File: config.mk
export PLATFORM = sky130hd
export DESIGN_NAME = stop_bit_integer_codec
export DESIGN_NICKNAME = d
export VERILOG_FILES = /design/src/sbic_pkg.sv /design/src/sbic_front.sv /design/src/sbic_queue.sv /design/src/sbic_back.sv /design/src/stop_bit_integer_codec.sv
export VERILOG_INCLUDE_DIRS = /design/src /design/src/src
export SDC_FILE = /design/constraint.sdc
export NUM_CORES = 1
export LEC_CHECK = 0
export BUFFER_PORTS_ARGS = -buffer_cell sky130_fd_sc_hd__buf_2
export CAP_MARGIN = 10
export CORE_MARGIN = 3
export CORE_UTILIZATION = 55
export DETAILED_ROUTE_END_ITERATION = 10
export PLACE_DENSITY = 0.73
export SLEW_MARGIN = 40
export SYNTH_ARGS = -nofsm -noshare
export SYNTH_HDL_FRONTEND = slang
export SYNTH_SLANG_ARGS = --single-unit
File: constraint.sdc
create_clock -name clock -period 18.5 [get_ports clock]
set_input_delay 0.925 -clock clock [delete_from_list [all_inputs] [get_ports clock]]
set_output_delay 0.925 -clock clock [all_outputs]
set_load 0.03 [all_outputs]
File: src/stop_bit_integer_codec_macros.svh
// Assertion macros shared by the stop-bit integer codec.
`ifndef STOP_BIT_INTEGER_CODEC_MACROS_SVH
`define STOP_BIT_INTEGER_CODEC_MACROS_SVH

// Same-cycle implication, sampled on the rising clock edge and off during reset.
`define SBIC_ASSERT_NOW(label, ante, cons, msg) \
   label: assert property (@(posedge clock) disable iff (reset) (ante) |-> (cons)) \
      else $error(msg);

// Next-cycle implication, sampled on the rising clock edge and off during reset.
`define SBIC_ASSERT_NEXT(label, ante, cons, msg) \
   label: assert property (@(posedge clock) disable iff (reset) (ante) |=> (cons)) \
      else $error(msg);

`endif

File: src/sbic_pkg.sv
// Types, codes and constants shared by the stop-bit integer codec modules.
package sbic_pkg;

   // Most code bytes that one value may occupy, and the group count of a 64-bit word.
   localparam int MAX_CODE_BYTES = 10;
   localparam int GROUP_BITS     = 7;
   localparam int NUM_GROUPS     = 10;
   localparam int JOB_DEPTH      = 2;

   localparam logic       OP_ENCODE = 1'b0;
   localparam logic       OP_DECODE = 1'b1;

   localparam logic [1:0] WIDTH_16 = 2'd0;
   localparam logic [1:0] WIDTH_32 = 2'd1;
   localparam logic [1:0] WIDTH_64 = 2'd2;

   localparam logic [1:0] STATUS_OK        = 2'd0;
   localparam logic [1:0] STATUS_LIMIT     = 2'd1;
   localparam logic [1:0] STATUS_FORCED_NEG = 2'd2;

   localparam logic [1:0] CSR_WIDTH_CODE   = 2'd0;
   localparam logic [1:0] CSR_VALUE_SIGNED = 2'd1;
   localparam logic [1:0] CSR_BYTE_LIMIT   = 2'd2;

   localparam logic [7:0] STOP_FLAG = 8'h80;

   typedef struct packed {
      logic        opcode;
      logic [63:0] value_in;
      logic        forced_sign;
      logic [7:0]  code_byte_in;
   } req_type;

   typedef struct packed {
      logic [7:0]  code_byte_out;
      logic        last;
      logic [63:0] decoded_value;
      logic [3:0]  decoded_length;
      logic        forced_sign_seen;
      logic [1:0]  status;
   } rsp_type;

   typedef struct packed {
      logic [1:0] width_code;
      logic       value_signed;
      logic [3:0] byte_limit;
   } cfg_type;

   // One unit of work for the back end: either a finished single result or a
   // code word that is sent out as nbytes code bytes.
   typedef struct packed {
      logic        single;
      logic [63:0] word;
      logic [3:0]  nbytes;
      rsp_type     rsp;
   } job_type;

   function automatic logic [63:0] width_mask(input logic [1:0] code);
      logic [63:0] m;
      unique case (code)
         WIDTH_16: m = 64'h0000_0000_0000_FFFF;
         WIDTH_32: m = 64'h0000_0000_FFFF_FFFF;
         default:  m = '1;
      endcase
      return m;
   endfunction

endpackage

File: src/sbic_front.sv
// Front end: classifies each item, prepares encode words and runs the decoder.
module sbic_front (
   input  logic             clock,
   input  logic             reset,
   input  logic             accept,
   input  sbic_pkg::req_type req,
   input  sbic_pkg::cfg_type cfg,
   output logic             job_push,
   output sbic_pkg::job_type job
);
   import sbic_pkg::*;

   logic [63:0] acc_ff, acc_in;
   logic [3:0]  count_ff, count_in;

   logic [63:0] mask;
   logic [63:0] v;
   logic        top_bit;
   logic        neg;
   logic [63:0] mag;
   logic [63:0] word;
   logic [69:0] word_pad;
   logic [3:0]  ngroups;
   logic [3:0]  limit;

   logic [6:0]  shamt;
   logic [63:0] grp_sh;
   logic [63:0] acc_new;
   logic [3:0]  count_next;
   logic [63:0] dmag;
   logic        dsign;
   logic        emit_job;
   job_type     job_w;

   always_comb begin
      mask = width_mask(cfg.width_code);
      if (cfg.byte_limit == 4'd0) begin
         limit = 4'd1;
      end else if (cfg.byte_limit > 4'(MAX_CODE_BYTES)) begin
         limit = 4'(MAX_CODE_BYTES);
      end else begin
         limit = cfg.byte_limit;
      end
   end

   // Encode path: sign-magnitude word and its group count.
   always_comb begin
      v = req.value_in & mask;
      unique case (cfg.width_code)
         WIDTH_16: top_bit = v[15];
         WIDTH_32: top_bit = v[31];
         default:  top_bit = v[63];
      endcase
      neg      = cfg.value_signed & top_bit;
      mag      = neg ? ((~v + 64'd1) & mask) : v;
      word     = ((mag << 1) & mask) | {63'd0, neg | req.forced_sign};
      word_pad = {6'd0, word};
      ngroups  = '0;
      for (int i = 0; i < NUM_GROUPS; i++) begin
         if (word_pad[i*GROUP_BITS +: GROUP_BITS] != '0) begin
            ngroups = 4'(i + 1);
         end
      end
   end

   // Decode path: groups never overlap earlier ones, so an OR does the add.
   always_comb begin
      shamt      = {count_ff, 3'd0} - {3'd0, count_ff};
      grp_sh     = {57'd0, req.code_byte_in[6:0]} << shamt;
      acc_new    = (acc_ff | grp_sh) & mask;
      count_next = count_ff + 4'd1;
      dsign      = acc_new[0];
      dmag       = acc_new >> 1;
   end

   always_comb begin
      job_w    = '0;
      emit_job = 1'b0;
      acc_in   = acc_ff;
      count_in = count_ff;
      if (req.opcode == OP_ENCODE) begin
         emit_job         = 1'b1;
         job_w.single     = 1'b1;
         job_w.rsp.last   = 1'b1;
         priority if (v == '0) begin
            job_w.rsp.code_byte_out = STOP_FLAG | {7'd0, req.forced_sign};
         end else if (neg && req.forced_sign) begin
            job_w.rsp.status = STATUS_FORCED_NEG;
         end else if (word == '0) begin
            job_w.rsp.code_byte_out = STOP_FLAG;
         end else if (ngroups > limit) begin
            job_w.rsp.status = STATUS_LIMIT;
         end else begin
            job_w.single = 1'b0;
            job_w.word   = word;
            job_w.nbytes = ngroups;
         end
      end else begin
         acc_in   = acc_new;
         count_in = count_next;
         if (req.code_byte_in[7]) begin
            emit_job                   = 1'b1;
            job_w.single               = 1'b1;
            job_w.rsp.last             = 1'b1;
            job_w.rsp.decoded_value    = (!req.forced_sign && dsign && dmag != '0)
                                         ? ((~dmag + 64'd1) & mask) : dmag;
            job_w.rsp.decoded_length   = count_next;
            job_w.rsp.forced_sign_seen = dsign & ((dmag == '0) | req.forced_sign);
            acc_in                     = '0;
            count_in                   = '0;
         end else if (count_next >= limit) begin
            emit_job         = 1'b1;
            job_w.single     = 1'b1;
            job_w.rsp.last   = 1'b1;
            job_w.rsp.status = STATUS_LIMIT;
            acc_in           = '0;
            count_in         = '0;
         end
      end
   end

   always_ff @(posedge clock) begin
      if (reset) begin
         acc_ff   <= '0;
         count_ff <= '0;
      end else if (accept) begin
         acc_ff   <= acc_in;
         count_ff <= count_in;
      end
   end

   assign job_push = accept & emit_job;
   assign job      = job_w;

endmodule

File: src/sbic_queue.sv
// Short job queue between the front end and the back end.
module sbic_queue (
   input  logic             clock,
   input  logic             reset,
   input  logic             push,
   input  sbic_pkg::job_type push_job,
   output logic             full,
   input  logic             pop,
   output logic             valid,
   output sbic_pkg::job_type head
);
   import sbic_pkg::*;

   localparam int PtrBits   = (JOB_DEPTH > 1) ? $clog2(JOB_DEPTH) : 1;
   localparam int CountBits = $clog2(JOB_DEPTH + 1);

   job_type              entry_ff [JOB_DEPTH];
   logic [PtrBits-1:0]   wr_ptr_ff, rd_ptr_ff;
   logic [CountBits-1:0] count_ff;

   function automatic logic [PtrBits-1:0] bump(input logic [PtrBits-1:0] p);
      return (p == PtrBits'(JOB_DEPTH - 1)) ? '0 : p + PtrBits'(1);
   endfunction

   always_ff @(posedge clock) begin
      if (push) begin
         entry_ff[wr_ptr_ff] <= push_job;
      end
   end

   always_ff @(posedge clock) begin
      if (reset) begin
         wr_ptr_ff <= '0;
         rd_ptr_ff <= '0;
         count_ff  <= '0;
      end else begin
         if (push) begin
            wr_ptr_ff <= bump(wr_ptr_ff);
         end
         if (pop) begin
            rd_ptr_ff <= bump(rd_ptr_ff);
         end
         if (push && !pop) begin
            count_ff <= count_ff + CountBits'(1);
         end else if (pop && !push) begin
            count_ff <= count_ff - CountBits'(1);
         end
      end
   end

   assign full  = (count_ff == CountBits'(JOB_DEPTH));
   assign valid = (count_ff != '0);
   assign head  = entry_ff[rd_ptr_ff];

endmodule

File: src/sbic_back.sv
// Back end: turns jobs into result beats, one beat per cycle while the output register is free.
module sbic_back (
   input  logic             clock,
   input  logic             reset,
   input  logic             job_valid,
   input  sbic_pkg::job_type job,
   output logic             job_take,
   output logic             rsp_empty,
   input  logic             rsp_pop,
   output sbic_pkg::rsp_type rsp_data
);
   import sbic_pkg::*;

   logic    busy_ff;
   job_type cur_ff;
   logic    out_valid_ff;
   rsp_type out_ff;

   logic    out_free;
   logic    emit;
   logic    last_beat;
   rsp_type beat;

   always_comb begin
      out_free  = !out_valid_ff || rsp_pop;
      emit      = busy_ff && out_free;
      last_beat = cur_ff.single || (cur_ff.nbytes == 4'd1);
      job_take  = job_valid && (!busy_ff || (emit && last_beat));
      beat      = '0;
      if (cur_ff.single) begin
         beat = cur_ff.rsp;
      end else begin
         beat.code_byte_out = {last_beat, cur_ff.word[GROUP_BITS-1:0]};
         beat.last          = last_beat;
      end
   end

   always_ff @(posedge clock) begin
      if (reset) begin
         busy_ff      <= 1'b0;
         out_valid_ff <= 1'b0;
      end else begin
         if (job_take) begin
            busy_ff <= 1'b1;
         end else if (emit && last_beat) begin
            busy_ff <= 1'b0;
         end
         if (emit) begin
            out_valid_ff <= 1'b1;
         end else if (rsp_pop) begin
            out_valid_ff <= 1'b0;
         end
      end
   end

   always_ff @(posedge clock) begin
      if (job_take) begin
         cur_ff <= job;
      end else if (emit) begin
         cur_ff.word   <= cur_ff.word >> GROUP_BITS;
         cur_ff.nbytes <= cur_ff.nbytes - 4'd1;
      end
      if (emit) begin
         out_ff <= beat;
      end
   end

   assign rsp_empty = !out_valid_ff;
   assign rsp_data  = out_ff;

endmodule

File: src/stop_bit_integer_codec.sv
// Stop-bit integer codec top level: configuration registers, front end, job queue, back end.
//
// This block encodes integers into sign-magnitude stop-bit code bytes and decodes such
// bytes back into integers; the opcode of each input beat picks the direction. An encode
// beat yields one result beat per code byte (one to ten, the last one flagged), or a single
// status beat when the value is a forced-sign negative or needs more bytes than the limit.
// A decode beat carries one code byte; the block answers only on the byte with the stop bit
// set, or with a status beat when the byte limit runs out. The front end classifies each
// beat in the cycle it is accepted and keeps the decoder accumulator, so a decode stream
// is taken at one byte per cycle while the job queue has room. Work for the back end goes
// through a two-entry job queue; the back end sends one result beat per cycle into an output
// register while it is free, so a run of encodes, once the queue has filled, is taken only
// as fast as the back end drains it. Configuration writes take effect at once and must
// only be made while no results are outstanding.
module stop_bit_integer_codec (
   input  logic              clock,
   input  logic              reset,
   input  logic              req_push,
   output logic              req_full,
   input  sbic_pkg::req_type req_data,
   output logic              rsp_empty,
   input  logic              rsp_pop,
   output sbic_pkg::rsp_type rsp_data,
   input  logic              csr_we,
   input  logic [1:0]        csr_index,
   input  logic [3:0]        csr_wdata
);
   import sbic_pkg::*;

`include "stop_bit_integer_codec_macros.svh"

   logic [1:0] width_code_ff;
   logic       value_signed_ff;
   logic [3:0] byte_limit_ff;
   cfg_type    cfg;

   logic       accept;
   logic       job_push;
   job_type    job_new;
   logic       queue_full;
   logic       queue_valid;
   job_type    queue_head;
   logic       job_take;

   // Configuration registers; writes to an unused index are dropped.
   always_ff @(posedge clock) begin
      if (reset) begin
         width_code_ff   <= WIDTH_64;
         value_signed_ff <= 1'b1;
         byte_limit_ff   <= 4'(MAX_CODE_BYTES);
      end else if (csr_we) begin
         unique case (csr_index)
            CSR_WIDTH_CODE:   width_code_ff   <= csr_wdata[1:0];
            CSR_VALUE_SIGNED: value_signed_ff <= csr_wdata[0];
            CSR_BYTE_LIMIT:   byte_limit_ff   <= csr_wdata;
            default: ;
         endcase
      end
   end

   assign cfg.width_code   = width_code_ff;
   assign cfg.value_signed = value_signed_ff;
   assign cfg.byte_limit   = byte_limit_ff;

   // A beat is taken whenever the job queue has room, even if it will yield no job.
   assign req_full = queue_full;
   assign accept   = req_push && !queue_full;

   sbic_front u_front (
      .clock    (clock),
      .reset    (reset),
      .accept   (accept),
      .req      (req_data),
      .cfg      (cfg),
      .job_push (job_push),
      .job      (job_new)
   );

   sbic_queue u_queue (
      .clock    (clock),
      .reset    (reset),
      .push     (job_push),
      .push_job (job_new),
      .full     (queue_full),
      .pop      (job_take),
      .valid    (queue_valid),
      .head     (queue_head)
   );

   sbic_back u_back (
      .clock     (clock),
      .reset     (reset),
      .job_valid (queue_valid),
      .job       (queue_head),
      .job_take  (job_take),
      .rsp_empty (rsp_empty),
      .rsp_pop   (rsp_pop),
      .rsp_data  (rsp_data)
   );

   // The front end only writes a job into a queue slot that is free.
   `SBIC_ASSERT_NOW(a_no_queue_overflow, job_push, !queue_full, "job pushed into a full queue")

   // Only encode code bytes continue a run, and they never carry a status or the stop bit.
   `SBIC_ASSERT_NOW(a_mid_beat_is_code, !rsp_empty && !rsp_data.last,
      rsp_data.status == STATUS_OK && !rsp_data.code_byte_out[7],
      "a beat before the last one is not a plain code byte")

   // A code byte with the stop bit always closes its run.
   `SBIC_ASSERT_NOW(a_stop_bit_is_last, !rsp_empty && rsp_data.code_byte_out[7],
      rsp_data.last, "stop-bit code byte not marked last")

   // Taking a job needs a waiting one; taken from a full queue with no push beside it, it frees a slot.
   `SBIC_ASSERT_NEXT(a_take_has_job, job_take && !job_push && queue_full, !queue_full,
      "queue did not drain after a job was taken")

endmodule
==> impl_metrics.tcl <==
set metrics [dict create \
    status "complete, no violations" \
    netlist_area_um2 29200 \
    worstPathRequired_ps 18920 \
    synth_edf_count 509 \
    seq_area_frac_synth_pct 57.9 \
    root_buffer "clkbuf_16" \
    post-route-min-period_ps 6410 \
    cts_setup_buffers 0 \
    critical_path.max_fanout 57 \
    p_total_mw 4.56 \
    cts_sinks 591 \
    clk_pin_slew_worst_paths_ps 60 \
    fp-row-count 83 \
    grt_max_degree 97 \
    crit_buf_inv 4 \
    final_area_um2 32800 \
    clock_power_share_pct 27.5 \
    vias 21900 \
    p_int_mw 3.04 \
    critPathTopFamily "compound AO/OA/AOI/OAI gates" \
    setup_ws_ps 12090 \
    critPathArrivalTime_ps 6830 \
    dr.pass1.iters 6 \
    die_w_um 237 \
    syn_avg_cell_area_um2 11.5 \
    ioPinCount 167 \
    layout_common_cells "edfxtp_1 (509), nor2_1 (254), buf_2 (167), nand2_1 (163), a21oi_1 (146)" \
    place.detailed.hpwl_um 57000 \
    dieArea_um2 56000 \
    max_freq_ghz 0.156 \
    grt_use_met3_pct 4.87 \
    drc 0 \
    synth_cell_types 103 \
    htree_levels 2 \
    gp_congestion 0.991 \
    hold_end "u_back.rsp_data[47]$_SDFFCE_PN0P_" \
    cts_hold_buf 0 \
    seqPwrFrac_pct 44.0 \
    fp.dieH_um 237 \
    combPwrFrac_pct 28.5 \
    grt_setup_unrepaired "no" \
    drv_cap 0 \
    reg2reg_depth 22 \
    grt-ovfl-total 0 \
    initial_core_util_pct 56.3 \
    final_hold_viol_count 0 \
    skew_ps 50.0 \
    r2r_slack_ps 12090 \
    via_per_inst 6.46 \
    endpoint_kind "flip-flop" \
    grtUsageTotal_pct 28.9 \
    worstSetupPathType "reg -> reg" \
    worstMarginPinSlew_ps 979 \
    setup-tns-final_ps 0 \
    max_stage_delay_ps 640 \
    placed_area_um2 30800 \
    mostFrequentLayoutCell "edfxtp_1" \
    top_usage_layer "met1" \
    clk_latency_ps 630 \
    ys_ff_latch 591 \
    drive_above_1_share_pct 17.2 \
    post-route-period-util_pct 34.7 \
    critPathMostFrequentCell "buf_4" \
    ys.flop_type "edfxtp_1" \
    p_sw_mw 1.52 \
    cts_resized 0 \
    pwr_density_cell_nw_per_um2 139 \
    setup_viol 0 \
    core_area_um2 51900 \
    cts_tree "built" \
    grt_pass1_vias 20600 \
    slowest_stage "a2111oi_1" \
    portBuffers 166 \
    wire_per_inst_um 24.3 \
    hp-class "reg -> reg" \
    r2r_end "u_queue.entry_ff[0][116]$_DFFE_PP_" \
    start_kind "flip-flop" \
    relSlewSlack_pct 34.2 \
    whs_path_depth 1 \
    antenna_found_initial 2 \
    ant_nets 0 \
    fill_cells 4008 \
    cts_buffers 60 \
    yosysWarnings 0 \
    synthArstFlopShare_pct 0 \
    path_cells "buf_4 -> buf_4 -> nand2b_1 -> o211ai_1 -> buf_4 -> a311oi_1 -> a2111oi_1 -> a21boi_0 -> o22ai_1 -> nand2_1 -> o311ai_0 -> o211ai_1 -> nand2_1 -> ha_1 -> nor2b_1 -> o21ai_0 -> nand2b_1 -> a21oi_1 -> a41oi_1 -> a311o_2 -> buf_4 -> a211oi_1" \
    cts_buffer_depth 3 \
    fin_nets 2768 \
    switching_share_pct 33.3 \
    place_ws_ps 12000 \
    p_leak_nw 11.8 \
    met1_usage_pct 44.1 \
    grt_pass1_wl_um 126000 \
    min_from "u_back.cur_ff[47]$_DFFE_PP_" \
    drv_slew 0 \
    netlist_instances 2549 \
    worstReg2RegStart "width_code_ff[1]$_SDFFE_PP1P_" \
    synth_fp_nets 2650 \
    wl_um 82600 \
    peakVddDrop_v 0.000124 \
    syn2layout_area_growth_pct 12.3 \
    use_met2_pct 43.2 \
    first_iter_violations 2430 \
]
[cells by family after synthesis]
family                   share of synthesized area, %
AND/OR/NAND/NOR                                  14.9
buffers and inverters                            2.70
adder cells (fa/ha/maj)                         0.719
flip-flops                                       57.9
multiplexers                                     6.81
AO/OA/AOI/OAI                                    14.5
XOR/XNOR                                         2.55
[power groups by stage]
| stage | clock, mW | sequential, mW | combinational (mW) |
|---|---|---|---|
| floorplan | 0 | 2.15 | 0.787 |
| global placement | 0 | 2.03 | 1.26 |
| detailed placement | 0 | 2.03 | 1.28 |
| CTS | 1.27 | 2.01 | 1.30 |
| global route | 1.32 | 2.03 | 1.41 |
| finish | 1.25 | 2.01 | 1.30 |
[worst max-delay path by stage]
| stage | from | endpoint | cells past startpoint |
|---|---|---|---|
| after detailed placement | req_data[14] | u_queue.entry_ff[1][116]$_DFFE_PP_ | 20 |
| after global routing | width_code_ff[1]$_SDFFE_PP1P_ | u_queue.entry_ff[0][118]$_DFFE_PP_ | 22 |
| after CTS | width_code_ff[1]$_SDFFE_PP1P_ | u_queue.entry_ff[0][116]$_DFFE_PP_ | 22 |
| after floorplan | u_front.count_ff[0]$_SDFFE_PP0P_ | u_queue.entry_ff[0][0]$_DFFE_PP_ | 9 |
| final | width_code_ff[1]$_SDFFE_PP1P_ | u_queue.entry_ff[0][116]$_DFFE_PP_ | 22 |
| after global placement | req_data[14] | u_queue.entry_ff[0][116]$_DFFE_PP_ | 20 |
[worst register-to-register path: stages, from the launching register on]
cell and delay, ps:
dfxtp_2 310, buf_4 390, buf_4 550, nand2b_1 150, o211ai_1 120, buf_4 550
a311oi_1 140, a2111oi_1 640, a21boi_0 190, o22ai_1 220, nand2_1 140, o311ai_0 400
o211ai_1 190, nand2_1 100, ha_1 240, nor2b_1 140, o21ai_0 180, nand2b_1 80
a21oi_1 140, a41oi_1 100, a311o_2 560, buf_4 320, a211oi_1 350
[routing by layer]
metal / up-vias / wire, um
met5: - / 13
met4: 2 / 1900
met3: 142 / 7230
met2: 1102 / 36400
met1: 10700 / 37000
li1: 9950 / -
[registers in the layout, summed over array words and instances (netlist names), 2 cells and up, named ones only]
register / count
u_queue.entry_ff: 286
u_back.cur_ff: 143
u_back.rsp_data: 80
u_front.acc_ff: 64
byte_limit_ff: 4
u_front.count_ff: 4
u_queue.count_ff: 2
width_code_ff: 2
[Yosys cell counts, types with 7 or more instances]
| cell | instances | share of area, % |
|---|---|---|
| buf_2 | 24 | 0.41 |
| a21oi_1 | 146 | 2.5 |
| or4_1 | 18 | 0.46 |
| a22oi_1 | 50 | 1.3 |
| inv_1 | 29 | 0.37 |
| o41ai_1 | 19 | 0.57 |
| ha_1 | 16 | 0.68 |
| a21o_1 | 33 | 0.85 |
| xor2_1 | 41 | 1.2 |
| dfxtp_1 | 82 | 5.6 |
| buf_1 | 14 | 0.18 |
| mux2_2 | 89 | 3.4 |
| a31oi_1 | 44 | 0.94 |
| nand2b_1 | 16 | 0.34 |
| a31o_2 | 8 | 0.24 |
| nand4_1 | 25 | 0.53 |
| o21ai_0 | 132 | 2.3 |
| and2_1 | 90 | 1.9 |
| o211ai_1 | 20 | 0.51 |
| nor2b_1 | 17 | 0.36 |
| mux4_2 | 7 | 0.54 |
| nor3b_1 | 20 | 0.51 |
| clkbuf_1 | 119 | 1.5 |
| or2_2 | 8 | 0.17 |
| nor4_1 | 19 | 0.41 |
| nor2_1 | 257 | 3.3 |
| or3_1 | 21 | 0.45 |
| nand3_1 | 40 | 0.68 |
| a211oi_1 | 18 | 0.46 |
| o21a_1 | 11 | 0.28 |
| edfxtp_1 | 509 | 52 |
| xnor2_1 | 44 | 1.3 |
| buf_4 | 7 | 0.18 |
| nand2_1 | 163 | 2.1 |
| and3_1 | 31 | 0.66 |
| a41oi_1 | 10 | 0.30 |
| nor3_1 | 87 | 1.5 |
| a211o_1 | 12 | 0.36 |
| mux2i_1 | 83 | 2.8 |
| o31ai_1 | 28 | 0.72 |
| o31a_1 | 11 | 0.33 |
[layout make-up]
class	instances	area (um^2)	share of cell area, %
Multi-Input combinational cell	1763	11600	35.3
Clock buffer	72	1570	4.77
Tap cell	680	851	2.59
Timing Repair Buffer	221	1300	3.97
Antenna cell	1	2.50	0.00762
Clock inverter	40	492	1.50
Inverter	30	113	0.343
Sequential cell	591	16900	51.5
[through the flow]
stage                     utilization (%)  hold slack [ps]  std cells
final                                63.3              481       3398
after detailed placement             59.3              482       3284
after global placement               59.1              470       3281
after CTS                            63.2              479       3396
after floorplan                         -              448       2549
after global routing                 63.3              494       3398
Note: power is estimated with default switching activity, not from simulation.
